$ cat src/rtl/hrd_pkg.sv
// ----------------------------------------------------------------------------
// hrd_pkg
// Shared types and constants for the H.264 RTP depacketizer: packet type
// codes, Annex B start code bytes and the result-run descriptor.
// ----------------------------------------------------------------------------
`default_nettype none

package hrd_pkg;

  // NAL / RTP payload type codes (low five bits of the indicator)
  localparam logic [4:0] TypeStapA  = 5'd24;
  localparam logic [4:0] TypeStapB  = 5'd25;
  localparam logic [4:0] TypeMtap24 = 5'd27;
  localparam logic [4:0] TypeFuA    = 5'd28;

  // FU header flag bits
  localparam int unsigned FuStartBit = 7;
  localparam int unsigned FuEndBit   = 6;

  // Start code bytes
  localparam logic [7:0] ScZeroByte = 8'h00;
  localparam logic [7:0] ScOneByte  = 8'h01;

  // Result run lengths for one input item, and byte positions within a run
  localparam logic [2:0] RunNone     = 3'd0;
  localparam logic [2:0] RunByte     = 3'd1;
  localparam logic [2:0] RunSc       = 3'd4;
  localparam logic [2:0] RunScByte   = 3'd5;
  localparam logic [2:0] ScLastPos   = 3'd3;
  localparam logic [2:0] DataPos     = 3'd4;

  // Run of results caused by one input item
  typedef struct packed {
    logic [2:0] count;      // number of results
    logic [7:0] data;       // payload byte (single byte or after start code)
    logic       short_unit; // flag the last result as a cut-off unit
  } run_t;

endpackage

`default_nettype wire

$ cat src/rtl/h264_rtp_depacketizer_top.sv
// ----------------------------------------------------------------------------
// h264_rtp_depacketizer_top
// RTP H.264 depacketizer (STAP-A, FU-A, single NAL) to Annex B byte stream.
// ----------------------------------------------------------------------------
// Usage:
//   Input channel (in_valid_i/in_ready_o) takes one payload byte per item
//   with pkt_last_i marking the final byte of each RTP packet. Output
//   channel (out_valid_o/out_ready_i) gives one Annex B byte per item, with
//   nal_begin_o on the first start code byte, nal_short_o on the byte that
//   ends a cut-off STAP-A unit and run_last_o on the last byte caused by an
//   input item.
//   The first result of an item is valid the cycle after it is
//   accepted. An item causes 0, 1, 4 or 5 results; the result register
//   plays one out per cycle while the receiver is ready, so the input
//   takes one item per cycle for payload bytes but pauses where a start
//   code goes in. Items with no results are taken without delay.
//   Reset clears the parser (waiting for an indicator byte, no fragment
//   open) and empties the result register.
//   When the receiver stalls, the held result stays put and the input
//   takes no further item until the last result of the held run leaves.
// ----------------------------------------------------------------------------
`default_nettype none

module h264_rtp_depacketizer_top (
  input  wire logic       clk_i,
  input  wire logic       rst_ni,
  input  wire logic       in_valid_i,
  output logic            in_ready_o,
  input  wire logic [7:0] data_byte_i,
  input  wire logic       pkt_last_i,
  output logic            out_valid_o,
  input  wire logic       out_ready_i,
  output logic [7:0]      out_byte_o,
  output logic            nal_begin_o,
  output logic            nal_short_o,
  output logic            run_last_o
);
  import hrd_pkg::*;

  run_t run;
  logic accept;

  assign accept = in_valid_i && in_ready_o;

  hrd_parser u_parser (
    .clk_i       (clk_i),
    .rst_ni      (rst_ni),
    .accept_i    (accept),
    .data_byte_i (data_byte_i),
    .pkt_last_i  (pkt_last_i),
    .run_o       (run)
  );

  hrd_emitter u_emitter (
    .clk_i       (clk_i),
    .rst_ni      (rst_ni),
    .load_i      (accept),
    .run_i       (run),
    .free_o      (in_ready_o),
    .out_valid_o (out_valid_o),
    .out_ready_i (out_ready_i),
    .out_byte_o  (out_byte_o),
    .nal_begin_o (nal_begin_o),
    .nal_short_o (nal_short_o),
    .run_last_o  (run_last_o)
  );

endmodule

`default_nettype wire

$ cat src/rtl/hrd_parser.sv
// ----------------------------------------------------------------------------
// hrd_parser
// Packet parser: tracks the packet phase, STAP-A sizes and FU-A fragment
// state, and turns each accepted item into a run descriptor.
// ----------------------------------------------------------------------------
`default_nettype none

module hrd_parser (
  input  wire logic        clk_i,
  input  wire logic        rst_ni,
  input  wire logic        accept_i,
  input  wire logic [7:0]  data_byte_i,
  input  wire logic        pkt_last_i,
  output hrd_pkg::run_t    run_o
);
  import hrd_pkg::*;

  typedef enum logic [2:0] {
    PhInd,
    PhSizeHi,
    PhSizeLo,
    PhStapData,
    PhFuHdr,
    PhPass,
    PhDrop
  } phase_e;

  phase_e      phase_q, phase_d;
  logic [2:0]  ind_bits_q, ind_bits_d;
  logic [7:0]  size_hi_q, size_hi_d;
  logic [15:0] bytes_left_q, bytes_left_d;
  logic        frag_open_q, frag_open_d;

  logic [4:0]  nal_type;
  logic [15:0] left_dec;
  run_t        run;

  assign nal_type = data_byte_i[4:0];
  assign left_dec = bytes_left_q - 16'd1;

  // Next state and result run for the item at the input
  always_comb begin
    phase_d        = phase_q;
    ind_bits_d     = ind_bits_q;
    size_hi_d      = size_hi_q;
    bytes_left_d   = bytes_left_q;
    frag_open_d    = frag_open_q;
    run.count      = RunNone;
    run.data       = data_byte_i;
    run.short_unit = 1'b0;

    unique case (phase_q)
      PhInd: begin
        ind_bits_d = data_byte_i[7:5];
        if (nal_type == TypeStapA) begin
          phase_d = PhSizeHi;
        end else if (nal_type == TypeFuA) begin
          phase_d = PhFuHdr;
        end else if (nal_type >= TypeStapB && nal_type <= TypeMtap24) begin
          phase_d = PhDrop;
        end else begin
          run.count = RunScByte;
          phase_d   = PhPass;
        end
      end
      PhSizeHi: begin
        size_hi_d = data_byte_i;
        phase_d   = PhSizeLo;
      end
      PhSizeLo: begin
        if ({size_hi_q, data_byte_i} == 16'd0) begin
          phase_d = PhDrop;
        end else begin
          run.count      = RunSc;
          run.short_unit = pkt_last_i;
          bytes_left_d   = {size_hi_q, data_byte_i};
          phase_d        = PhStapData;
        end
      end
      PhStapData: begin
        run.count    = RunByte;
        bytes_left_d = left_dec;
        if (left_dec == 16'd0) begin
          phase_d = PhSizeHi;
        end else begin
          run.short_unit = pkt_last_i;
        end
      end
      PhFuHdr: begin
        if (data_byte_i[FuStartBit]) begin
          run.count   = RunScByte;
          run.data    = {ind_bits_q, data_byte_i[4:0]};
          frag_open_d = 1'b1;
          phase_d     = PhPass;
        end else if (frag_open_q) begin
          if (data_byte_i[FuEndBit]) frag_open_d = 1'b0;
          phase_d = PhPass;
        end else begin
          phase_d = PhDrop;
        end
      end
      PhPass: begin
        run.count = RunByte;
      end
      PhDrop: begin
        run.count = RunNone;
      end
      default: begin
        phase_d = PhInd;
      end
    endcase

    // packet end always waits for a new indicator
    if (pkt_last_i) phase_d = PhInd;
  end

  assign run_o = run;

  // Parser state
  always_ff @(posedge clk_i or negedge rst_ni) begin
    if (!rst_ni) begin
      phase_q      <= PhInd;
      ind_bits_q   <= 3'd0;
      size_hi_q    <= 8'd0;
      bytes_left_q <= 16'd0;
      frag_open_q  <= 1'b0;
    end else if (accept_i) begin
      phase_q      <= phase_d;
      ind_bits_q   <= ind_bits_d;
      size_hi_q    <= size_hi_d;
      bytes_left_q <= bytes_left_d;
      frag_open_q  <= frag_open_d;
    end
  end

endmodule

`default_nettype wire

$ cat src/rtl/hrd_emitter.sv
// ----------------------------------------------------------------------------
// hrd_emitter
// Result register: holds the run of one item and plays it out one byte per
// accepted output, start code first.
// ----------------------------------------------------------------------------
`default_nettype none

module hrd_emitter (
  input  wire logic          clk_i,
  input  wire logic          rst_ni,
  input  wire logic          load_i,
  input  wire hrd_pkg::run_t run_i,
  output logic               free_o,
  output logic               out_valid_o,
  input  wire logic          out_ready_i,
  output logic [7:0]         out_byte_o,
  output logic               nal_begin_o,
  output logic               nal_short_o,
  output logic               run_last_o
);
  import hrd_pkg::*;

  logic [2:0] count_q, count_d;
  logic [2:0] pos_q, pos_d;
  logic [7:0] data_q;
  logic       short_q;
  logic       at_last;
  logic       out_fire;

  assign out_valid_o = (count_q != RunNone);
  assign at_last     = (pos_q == count_q - 3'd1);
  assign out_fire    = out_valid_o && out_ready_i;
  // free once the run register is empty or its last byte leaves this cycle
  assign free_o      = !out_valid_o || (out_ready_i && at_last);

  // Output byte selection within the run
  always_comb begin
    if (count_q == RunByte || pos_q == DataPos) begin
      out_byte_o = data_q;
    end else if (pos_q == ScLastPos) begin
      out_byte_o = ScOneByte;
    end else begin
      out_byte_o = ScZeroByte;
    end
  end

  assign nal_begin_o = (count_q >= RunSc) && (pos_q == 3'd0);
  assign run_last_o  = at_last;
  assign nal_short_o = short_q && at_last;

  // Run control
  always_comb begin
    count_d = count_q;
    pos_d   = pos_q;
    if (out_fire) begin
      if (at_last) begin
        count_d = RunNone;
      end else begin
        pos_d = pos_q + 3'd1;
      end
    end
    if (load_i && run_i.count != RunNone) begin
      count_d = run_i.count;
      pos_d   = 3'd0;
    end
  end

  always_ff @(posedge clk_i or negedge rst_ni) begin
    if (!rst_ni) begin
      count_q <= RunNone;
      pos_q   <= 3'd0;
    end else begin
      count_q <= count_d;
      pos_q   <= pos_d;
    end
  end

  // Run payload
  always_ff @(posedge clk_i) begin
    if (load_i && run_i.count != RunNone) begin
      data_q  <= run_i.data;
      short_q <= run_i.short_unit;
    end
  end

  // Checks
  a_pos_in_run: assert property (@(posedge clk_i) disable iff (!rst_ni)
    out_valid_o |-> pos_q < count_q)
    else $error("run position beyond run length");

  a_run_len: assert property (@(posedge clk_i) disable iff (!rst_ni)
    count_q == RunNone || count_q == RunByte || count_q == RunSc || count_q == RunScByte)
    else $error("illegal run length");

  a_begin_zero: assert property (@(posedge clk_i) disable iff (!rst_ni)
    (out_valid_o && nal_begin_o) |-> out_byte_o == ScZeroByte)
    else $error("unit start not on a start code byte");

  a_no_overwrite: assert property (@(posedge clk_i) disable iff (!rst_ni)
    (load_i && run_i.count != RunNone) |-> free_o)
    else $error("run loaded over a pending run");

endmodule

`default_nettype wire

$ cat config.mk
export PLATFORM = sky130hd
export DESIGN_NAME = h264_rtp_depacketizer_top
export DESIGN_NICKNAME = d
export VERILOG_FILES = /design/src/rtl/hrd_pkg.sv /design/src/rtl/h264_rtp_depacketizer_top.sv /design/src/rtl/hrd_parser.sv /design/src/rtl/hrd_emitter.sv
export SDC_FILE = /design/constraint.sdc
export NUM_CORES = 1
export LEC_CHECK = 0
export BUFFER_PORTS_ARGS = -buffer_cell sky130_fd_sc_hd__buf_4
export CORE_MARGIN = 5
export CORE_UTILIZATION = 58
export DETAILED_ROUTE_END_ITERATION = 12
export GPL_TIMING_DRIVEN = 0
export PLACE_DENSITY_LB_ADDON = 0.08
export SLEW_MARGIN = 40
export SYNTH_ARGS = -nofsm -noshare
export SYNTH_HDL_FRONTEND = slang
export SYNTH_HIERARCHICAL = 1
export SYNTH_SLANG_ARGS = --single-unit
$ cat constraint.sdc
create_clock -name clk_i -period 5.5 [get_ports clk_i]
set_input_delay 0.275 -clock clk_i [delete_from_list [all_inputs] [get_ports clk_i]]
set_output_delay 0.275 -clock clk_i [all_outputs]
set_load 0.005 [all_outputs]
## After elaboration in Yosys (flattened, before gate mapping)

Index checks and enable logic that the tools add are counted.

- Reductions and logical operators: 28
- Order comparisons: 3
- Eq/ne operators: 16
- Muxes and demuxes: 32
- Add/subtract/negate cells: 3

Operators with widths:

| kind | count |
|---|---|
| 3-bit two-way mux | 14 |
| 16-bit zero test | 2 |
| 16-bit case mux with 2 select lines | 1 |
| 3-bit case mux with 6 select lines | 1 |
| 16-bit two-way mux | 1 |
| 8-bit two-way mux | 2 |
| 16-bit by 1-bit subtractor with 16-bit output, second input constant | 1 |
| 3-bit equality test, second input constant | 4 |
| 3-bit case mux with 4 select lines | 1 |
| 11-bit two-way mux | 1 |
| 5-bit equality test, second input constant | 2 |
| 2-bit AND reduction | 5 |
| 3-bit by 2-bit equality test with 1-bit output, second input constant | 3 |
| 2-bit two-way mux | 4 |
| 1-bit logical AND | 7 |
| 3-bit by 1-bit equality test with 1-bit output, second input constant | 2 |
| 3-bit zero test | 2 |
| 1-bit two-way mux | 6 |
| 3-bit AND reduction | 2 |
| 2-bit nonzero test | 3 |
| 3-bit nonzero test | 2 |
| 5-bit greater-or-equal comparator, second input constant | 1 |
| 5-bit less-or-equal comparator, second input constant | 1 |
| 2-bit inequality test, second input constant | 2 |
| 10 further kinds | 12 |

- Output and inout bits: 13
- Input port bits: 13
- Word-level logic and storage cells: 91
- Register bits: 46

## Depth between registers and ports, before layout

Gate-level depths: netlist (run 1).

- Depth after elaboration: 10
- Gate-level depth with buffers: 11
- Depth with buffers taken out: 11

## By module

Netlist (run 1), hierarchy kept.

By module, submodules not included:

| module | area an instance (um^2) | cells an instance | times used | seq. area each (um^2) |
|---|---|---|---|---|
| hrd_parser | 2159.6 | 255 | 1 | 775.7 |
| hrd_emitter | 867.1 | 69 | 1 | 420.4 |
| h264_rtp_depacketizer_top | 6.3 | 1 | 1 | 0.0 |

## Worst setup path before layout (run 1)

No wires, ideal clock.

- Path type: reg2reg
- From: register u_emitter.count_q[0]
- To: register u_parser.size_hi_q[0]
- Cell stages (with the launch flop): 10
- Library setup time: 0.125 ns
- Arrival time: 2.758 ns
- Required time: 5.375 ns
- Slack: 2.617 ns
- Clock period less this slack: 2.883 ns
- Buffers on the path: 0
- Cell sequence: dfrtp_1 -> inv_1 -> ha_1 -> xor2_1 -> and2_1 -> nand3b_1 -> a22oi_1 -> and2_1 -> nor4b_2 -> mux2_2

- Word-level cells in the longest chain between the ends: 6
- Elaborated cells between the ends (all ways): 8
- Those cells by class: add/sub (1); eq/ne (1); reduce/logical (6)

RTL lines:

| element | line | source |
|---|---|---|
| start: declaration | hrd_emitter.sv:23 | `logic [2:0] count_q, count_d;` |
| start signal: assignment | hrd_emitter.sv:70 | `count_q <= RunNone;` |
| start signal: assignment | hrd_emitter.sv:73 | `count_q <= count_d;` |
| 3-bit by 1-bit subtractor with 3-bit output | hrd_emitter.sv:31 | `assign at_last = (pos_q == count_q - 3'd1);` |
| 3-bit equality test | hrd_emitter.sv:31 |  |
| 1-bit logical AND | hrd_emitter.sv:34 | `assign free_o = !out_valid_o \|\| (out_ready_i && at_last);` |
| 1-bit logical OR (*) | hrd_emitter.sv:34 |  |
| net in_ready_o | h264_rtp_depacketizer_top.sv:28 | `output logic in_ready_o,` |
| 1-bit logical AND (*) | h264_rtp_depacketizer_top.sv:43 | `assign accept = in_valid_i && in_ready_o;` |
| net accept | h264_rtp_depacketizer_top.sv:41 | `logic accept;` |
| 2-bit AND reduction (no source line) (*) | -- |  |
| end signal: assignment | hrd_parser.sv:130 | `size_hi_q <= size_hi_d;` |
| end: declaration | hrd_parser.sv:30 | `logic [7:0] size_hi_q, size_hi_d;` |

Mark *: on every way through the listed nets, which the timed path passes. The rest lies on a longest branch.
A chain may end at the register's enable or synchronous reset.

## Worst setup path in the final report (run 1)

- From: register u_emitter.count_q[0]
- To: register u_parser.size_hi_q[4]

- Word-level cells in the longest chain between the ends: 6
- Elaborated cells between the ends (all ways): 8
- Those cells by class: add/sub (1); eq/ne (1); reduce/logical (6)

RTL lines:

| element | line |
|---|---|
| 3-bit by 1-bit subtractor with 3-bit output | hrd_emitter.sv:31 |
| 3-bit equality test | hrd_emitter.sv:31 |
| 1-bit logical AND | hrd_emitter.sv:34 |
| 1-bit logical OR (*) | hrd_emitter.sv:34 |
| 1-bit logical AND (*) | h264_rtp_depacketizer_top.sv:43 |
| net accept | h264_rtp_depacketizer_top.sv:41 |
| 2-bit AND reduction (no source line) (*) | -- |

Marked as above.

==> results of run 1 <==
[report_power, final]
part	leakage (nW)	internal (mW)	switching, mW
clock	0.0482	0.102	0.111
combinational	0.848	0.443	0.490
sequential	0.544	0.494	0.130
total	1.44	1.04	0.730
[path summary, 6_finish.rpt]
check                                          start                  endpoint  slack (ns)  cells after the start
worst max-delay path            u_emitter/count_q[0]     u_parser/size_hi_q[4]        2.41                      9
worst min-delay path                      pkt_last_i       u_parser/phase_q[2]        0.19                      2
worst max register to register  u_emitter/count_q[0]     u_parser/size_hi_q[4]        2.41                      9
worst min register to register  u_parser/frag_open_q      u_parser/frag_open_q        0.52                      2
max in group asynchronous                     rst_ni  u_parser/bytes_left_q[9]        4.66                      2
min in group asynchronous                     rst_ni  u_parser/bytes_left_q[5]        0.49                      2
[state kept, by name, indices dropped and copies added, names as in the netlist]
register               count
u_parser/size_hi_q         8
u_emitter/pos_q            3
u_parser/ind_bits_q        3
u_emitter/short_q          1
u_emitter/data_q           8
u_parser/frag_open_q       1
u_emitter/count_q          3
u_parser/phase_q           3
u_parser/bytes_left_q     16
[routing by layer]
layer  part of all wire  wire length (um)  vias to the layer above  track usage
li1                   -                 -                     1240            -
met5                  0                 0                        -            0
met4              0.016               122                        0       0.0764
met1               0.44              3300                     1261        0.352
met2               0.46              3420                      116        0.373
met3              0.081               603                       16       0.0412
[through the flow]
stage	total power, mW	instance area [sq um]	std cells	util
after floorplan	1.28	3030	325	-
final	1.77	3410	428	0.668
after CTS	1.77	3400	428	0.666
after global routing	1.91	3410	428	0.668
after global placement	1.51	3300	419	0.646
after detailed placement	1.55	3300	419	0.646
[layout by cell type, fill, tap and decap left out, types with 4 or more instances in the layout]
cell type and count:
a22oi_1 7, o21ai_0 16, nor2b_1 5, o21a_1 4, buf_2 8, mux2_2 14, nor4_1 4, nand3_1 9
dfrtp_1 37, clkbuf_8 7, xnor2_1 5, nor3_1 20, nand4_1 4, buf_4 32, o22ai_1 7, edfxtp_1 9
o21ai_1 5, a21oi_1 21, clkbuf_1 7, nor2_1 25, ha_1 8, nand2_1 24, inv_1 15, and2_1 6
[repair_timing]
item	in CTS	in global routing
setup buffers	0	0
hold buffers	1	0
endpoints found under the hold margin	37	0
[Yosys cell counts (7+ instances only)]
cell type	count
nor2_1	25
nand2_1	24
buf_2	8
buf_4	8
a22oi_1	7
inv_1	15
ha_1	8
a21oi_1	21
nand3_1	9
o22ai_1	7
mux2_2	14
dfrtp_1	37
nor3_1	20
o21ai_0	16
edfxtp_1	9
[kinds of logic after synthesis]
kind of cell	count (synthesis)	synth area share
other	1	0.00124
XOR/XNOR	9	0.0322
AO/OA/AOI/OAI	86	0.189
flip-flops	46	0.394
buffers and inverters	40	0.0685
AND/OR/NAND/NOR	119	0.217
multiplexers	16	0.0644
adder cells (fa/ha/maj)	8	0.0330
[cell type report]
class                   instances  area, sq um
fillers                       432         1700
repair buffers                 25          190
multi-input cells             239         1640
clock buffers                   7         86.3
flip-flops and latches         46         1200
well taps                      70         87.6
clock inverters                 1         5.00
inverters                      15         56.3
plain buffers                  25          151
==> impl_metrics.json, run 1 <==
{
  "outcome": "completed",
  "rsz0062_at_grt": "no",
  "clk_pin_slew_ns": 0.08,
  "grt_pass1_wl_um": 12500,
  "setup_tns_ns": 0,
  "synth_top_area_share": 0.305,
  "synth_warnings": 6,
  "hold_path_class": "input pin to flop",
  "worstPathArrival_ns": 3.27,
  "drv_cap": 0,
  "synth_area_leaders": "dfrtp_1 31%, edfxtp_1 8.9%, mux2_2 5.2%, a21oi_1 3.5%, ha_1 3.3%",
  "grt_usage": 0.244,
  "rows": 26,
  "max_stage_delay_ns": 0.55,
  "critPathLaunchType": "flop",
  "synth_area_leader_cell": "dfrtp_1",
  "ctsResizeCount": 0,
  "peakVddDrop_uv": 287,
  "overflow": 0,
  "drt_wl_total_um": 7450,
  "n_antenna_cell": 0,
  "synth_area_sq_um": 3030,
  "worstPathCellList": "inv_1 -> ha_1 -> xor2_1 -> and2_1 -> nand3b_1 -> a22oi_1 -> and2_1 -> nor4b_4 -> mux2_2",
  "cts_tree": "yes",
  "dr_total_vias": 2633,
  "fin_ws_ns": 2.41,
  "avgRoutedWirePerCell_um": 17.4,
  "place.gp.congestion": 0.930,
  "ctsRootBufferMaster": "clkbuf_8",
  "powerDensity_nw_per_um2": 519,
  "synth_async_sr_flop_share": 0.804,
  "syn_inst": 325,
  "cts_sinks": 46,
  "avgViaCountPerCell": 6.15,
  "finalSetupViolations": 0,
  "nets": 378,
  "htreeDepth": 2,
  "endpoint_kind": "flop",
  "syn2layout_area_growth_pct": 12.5,
  "cp_slowest_cell": "nor4b_4",
  "grt_pass1_vias": 2512,
  "period_share": 0.561,
  "synth-edff-count": 9,
  "crit_required_ns": 5.68,
  "fmax_mhz": 324,
  "whs_ns": 0.194,
  "initial_core_util": 0.594,
  "worst_pin_slew_ns": 0.668,
  "syn_avg_cell_area_sq_um": 9.33,
  "critPathTopFamily": "simple AND/OR/NAND/NOR gates",
  "port_buffers": 24,
  "clockBufferDepth": 2,
  "crit_top_cell": "and2_1",
  "dp_slack_ns": 2.16,
  "hold_viol": 0,
  "seq_area_frac_synth": 0.394,
  "dieWidth_um": 82.3,
  "critPathKind": "flop to flop",
  "worstSkewPairLatency_ns": 0.30,
  "relSlewSlack": 0.555,
  "post-route-drc-count": 0,
  "grt_antenna_before_repair": 0,
  "ys.flop_type": "dfrtp_1",
  "grt_max_degree": 38,
  "die_h_um": 82.3,
  "dr.pass1.iters": 5,
  "dieArea_sq_um": 6770,
  "drt_iter0_drc": 198,
  "ys_ff_latch": 46,
  "fin_skew_ns": 0.00913,
  "syn-num-nets": 346,
  "cts_made_buffers": 5,
  "dp_hpwl_um": 5340,
  "critical_path.max_fanout": 10,
  "synth_cell_types": 61,
  "cp_num_buf_inv": 1,
  "drive_gt1_frac": 0.229,
  "leakage_nw": 1.44,
  "core_sq_um": 5110,
  "postRouteAntennaNets": 0,
  "ios": 26,
  "period_minus_slack_ns": 3.09,
  "drv_slew": 0
}
(Power assumes the default switching activity.)
==> run 2, diff against run 1 <==
==> constraint.sdc (replaced) <==
create_clock -name clk_i -period 3.1 [get_ports clk_i]
set_input_delay 0.155 -clock clk_i [delete_from_list [all_inputs] [get_ports clk_i]]
set_output_delay 0.155 -clock clk_i [all_outputs]
set_load 0.005 [all_outputs]
==> impl_metrics.json, run 2 (synthesis results as in run 1) <==
{
  "outcome": "completed",
  "dr_total_vias": 2653,
  "period_minus_slack_ns": 2.78,
  "crit_required_ns": 3.27,
  "clockBufferDepth": 2,
  "reg2reg_from": "u_emitter/count_q[0]",
  "initial_core_util": 0.594,
  "ios": 26,
  "avgViaCountPerCell": 6.18,
  "startpoint": "u_emitter/count_q[0]",
  "hold_depth": 2,
  "grt_pass1_wl_um": 12500,
  "grt_usage": 0.244,
  "nets": 379,
  "ctsRootBufferMaster": "clkbuf_8",
  "layout_commonest_cell": "dfrtp_1",
  "grt_max_degree": 38,
  "final.fill_count": 431,
  "die_h_um": 82.3,
  "regMostFlops": "u_parser/bytes_left_q",
  "min-delay-start": "pkt_last_i",
  "drive_gt1_frac": 0.240,
  "n_antenna_cell": 0,
  "p_total_mw": 3.15,
  "critical_path.max_fanout": 10,
  "worst_pin_slew_ns": 0.668,
  "top_regs": "u_parser/bytes_left_q (16), u_emitter/data_q (8), u_parser/size_hi_q (8)",
  "critPathKind": "flop to flop",
  "port_buffers": 24,
  "hold_path_end": "u_parser/phase_q[2]",
  "cts_made_buffers": 5,
  "rows": 26,
  "relSlewSlack": 0.555,
  "hold_viol": 0,
  "dp_hpwl_um": 5340,
  "clk_pin_slew_ns": 0.08,
  "drv_slew": 0,
  "rsz0062_at_grt": "no",
  "postRouteAntennaNets": 0,
  "endpoint_kind": "flop",
  "cts_tree": "yes",
  "drt_iter0_drc": 279,
  "syn2layout_area_growth_pct": 12.8,
  "largest_reg_flops": 16,
  "fin_skew_ns": 0.00963,
  "avgRoutedWirePerCell_um": 17.4,
  "finalSetupViolations": 0,
  "fin_ws_ns": 0.321,
  "ff2ff_path_depth": 11,
  "final_cell_mix": "37 x dfrtp_1, 33 x buf_4, 25 x nor2_1",
  "dp_slack_ns": -0.245,
  "powerDensity_nw_per_um2": 920,
  "worstSkewPairLatency_ns": 0.30,
  "post-route-drc-count": 0,
  "critPathLaunchType": "flop",
  "rrSetupSlack_ns": 0.32,
  "drt_wl_total_um": 7480,
  "leakage_nw": 1.45,
  "dieArea_sq_um": 6770,
  "grt_antenna_before_repair": 0,
  "worstPathArrival_ns": 2.95,
  "fmax_mhz": 360,
  "dieWidth_um": 82.3,
  "period_share": 0.896,
  "place.gp.congestion": 0.930,
  "peakVddDrop_uv": 508,
  "dr.pass1.iters": 5,
  "core_sq_um": 5110,
  "r2r_end": "u_parser/bytes_left_q[10]",
  "hold_path_class": "input pin to flop",
  "grt_pass1_vias": 2517,
  "overflow": 0,
  "drv_cap": 0,
  "htreeDepth": 2,
  "cts_sinks": 46
}
-- run 2: metal layers --
| metal | global-route usage | up-vias | share of wire |
|---|---|---|---|
| met4 | 0.0764 | 0 | 0.017 |
| met1 | 0.351 | 1270 | 0.44 |
| li1 | - | 1244 | - |
| met3 | 0.0412 | 13 | 0.088 |
| met2 | 0.373 | 126 | 0.46 |
| met5 | 0 | - | 0 |
-- run 2: critical path: stages (launching register included) --
cell      delay [ns]
dfrtp_1         0.42
inv_1           0.08
ha_1            0.30
xor2_1          0.21
and2_1          0.24
nand3b_1        0.13
a22oi_1         0.25
and2_4          0.26
o311ai_2        0.22
buf_2           0.27
o21ai_0         0.16
o21ai_0         0.11
-- run 2: cell type report --
type                    instances  area (sq um)  area share
multi-input cells             239          1640       0.479
flip-flops and latches         46          1200       0.350
repair buffers                 26           198      0.0578
plain buffers                  25           153      0.0446
well taps                      70          87.6      0.0256
clock buffers                   7          86.3      0.0252
inverters                      15          56.3      0.0165
clock inverters                 1          5.00     0.00146
-- run 2: worst max path at each step --
stage,cells after the start,endpoint
floorplan,9,u_parser/size_hi_q[0]
global placement,9,u_parser/size_hi_q[5]
detailed placement,9,u_parser/size_hi_q[4]
CTS,9,u_emitter/data_q[1]
global route,11,u_parser/bytes_left_q[6]
finish,11,u_parser/bytes_left_q[10]
-- run 2: repair_timing --
item	CTS	global route
buffers inserted	1	0
hold buffers	1	0
setup endpoints to repair	8	34
cloned	0	0
gates resized for setup	1	5
pin swaps	0	0
endpoints found under the hold margin	37	0
-- run 2: power by group --
| group | total, mW | internal, mW | switching (mW) |
|---|---|---|---|
| sequential | 1.11 | 0.876 | 0.229 |
| clock | 0.376 | 0.180 | 0.196 |
| combinational | 1.67 | 0.795 | 0.873 |
-- run 2: through the flow --
step           instances  cell area [sq um]  TNS (ns)  hold WS, ns  utilization
2_1_floorplan        325               3030         0       -0.141            -
3_3_place_gp         419               3300     -1.14        0.152        0.646
3_5_place_dp         419               3300     -1.87        0.155        0.646
4_1_cts              429               3420         0       0.0651        0.669
5_1_grt              429               3420         0       0.0531        0.670
6_report             429               3420         0       0.0766        0.670
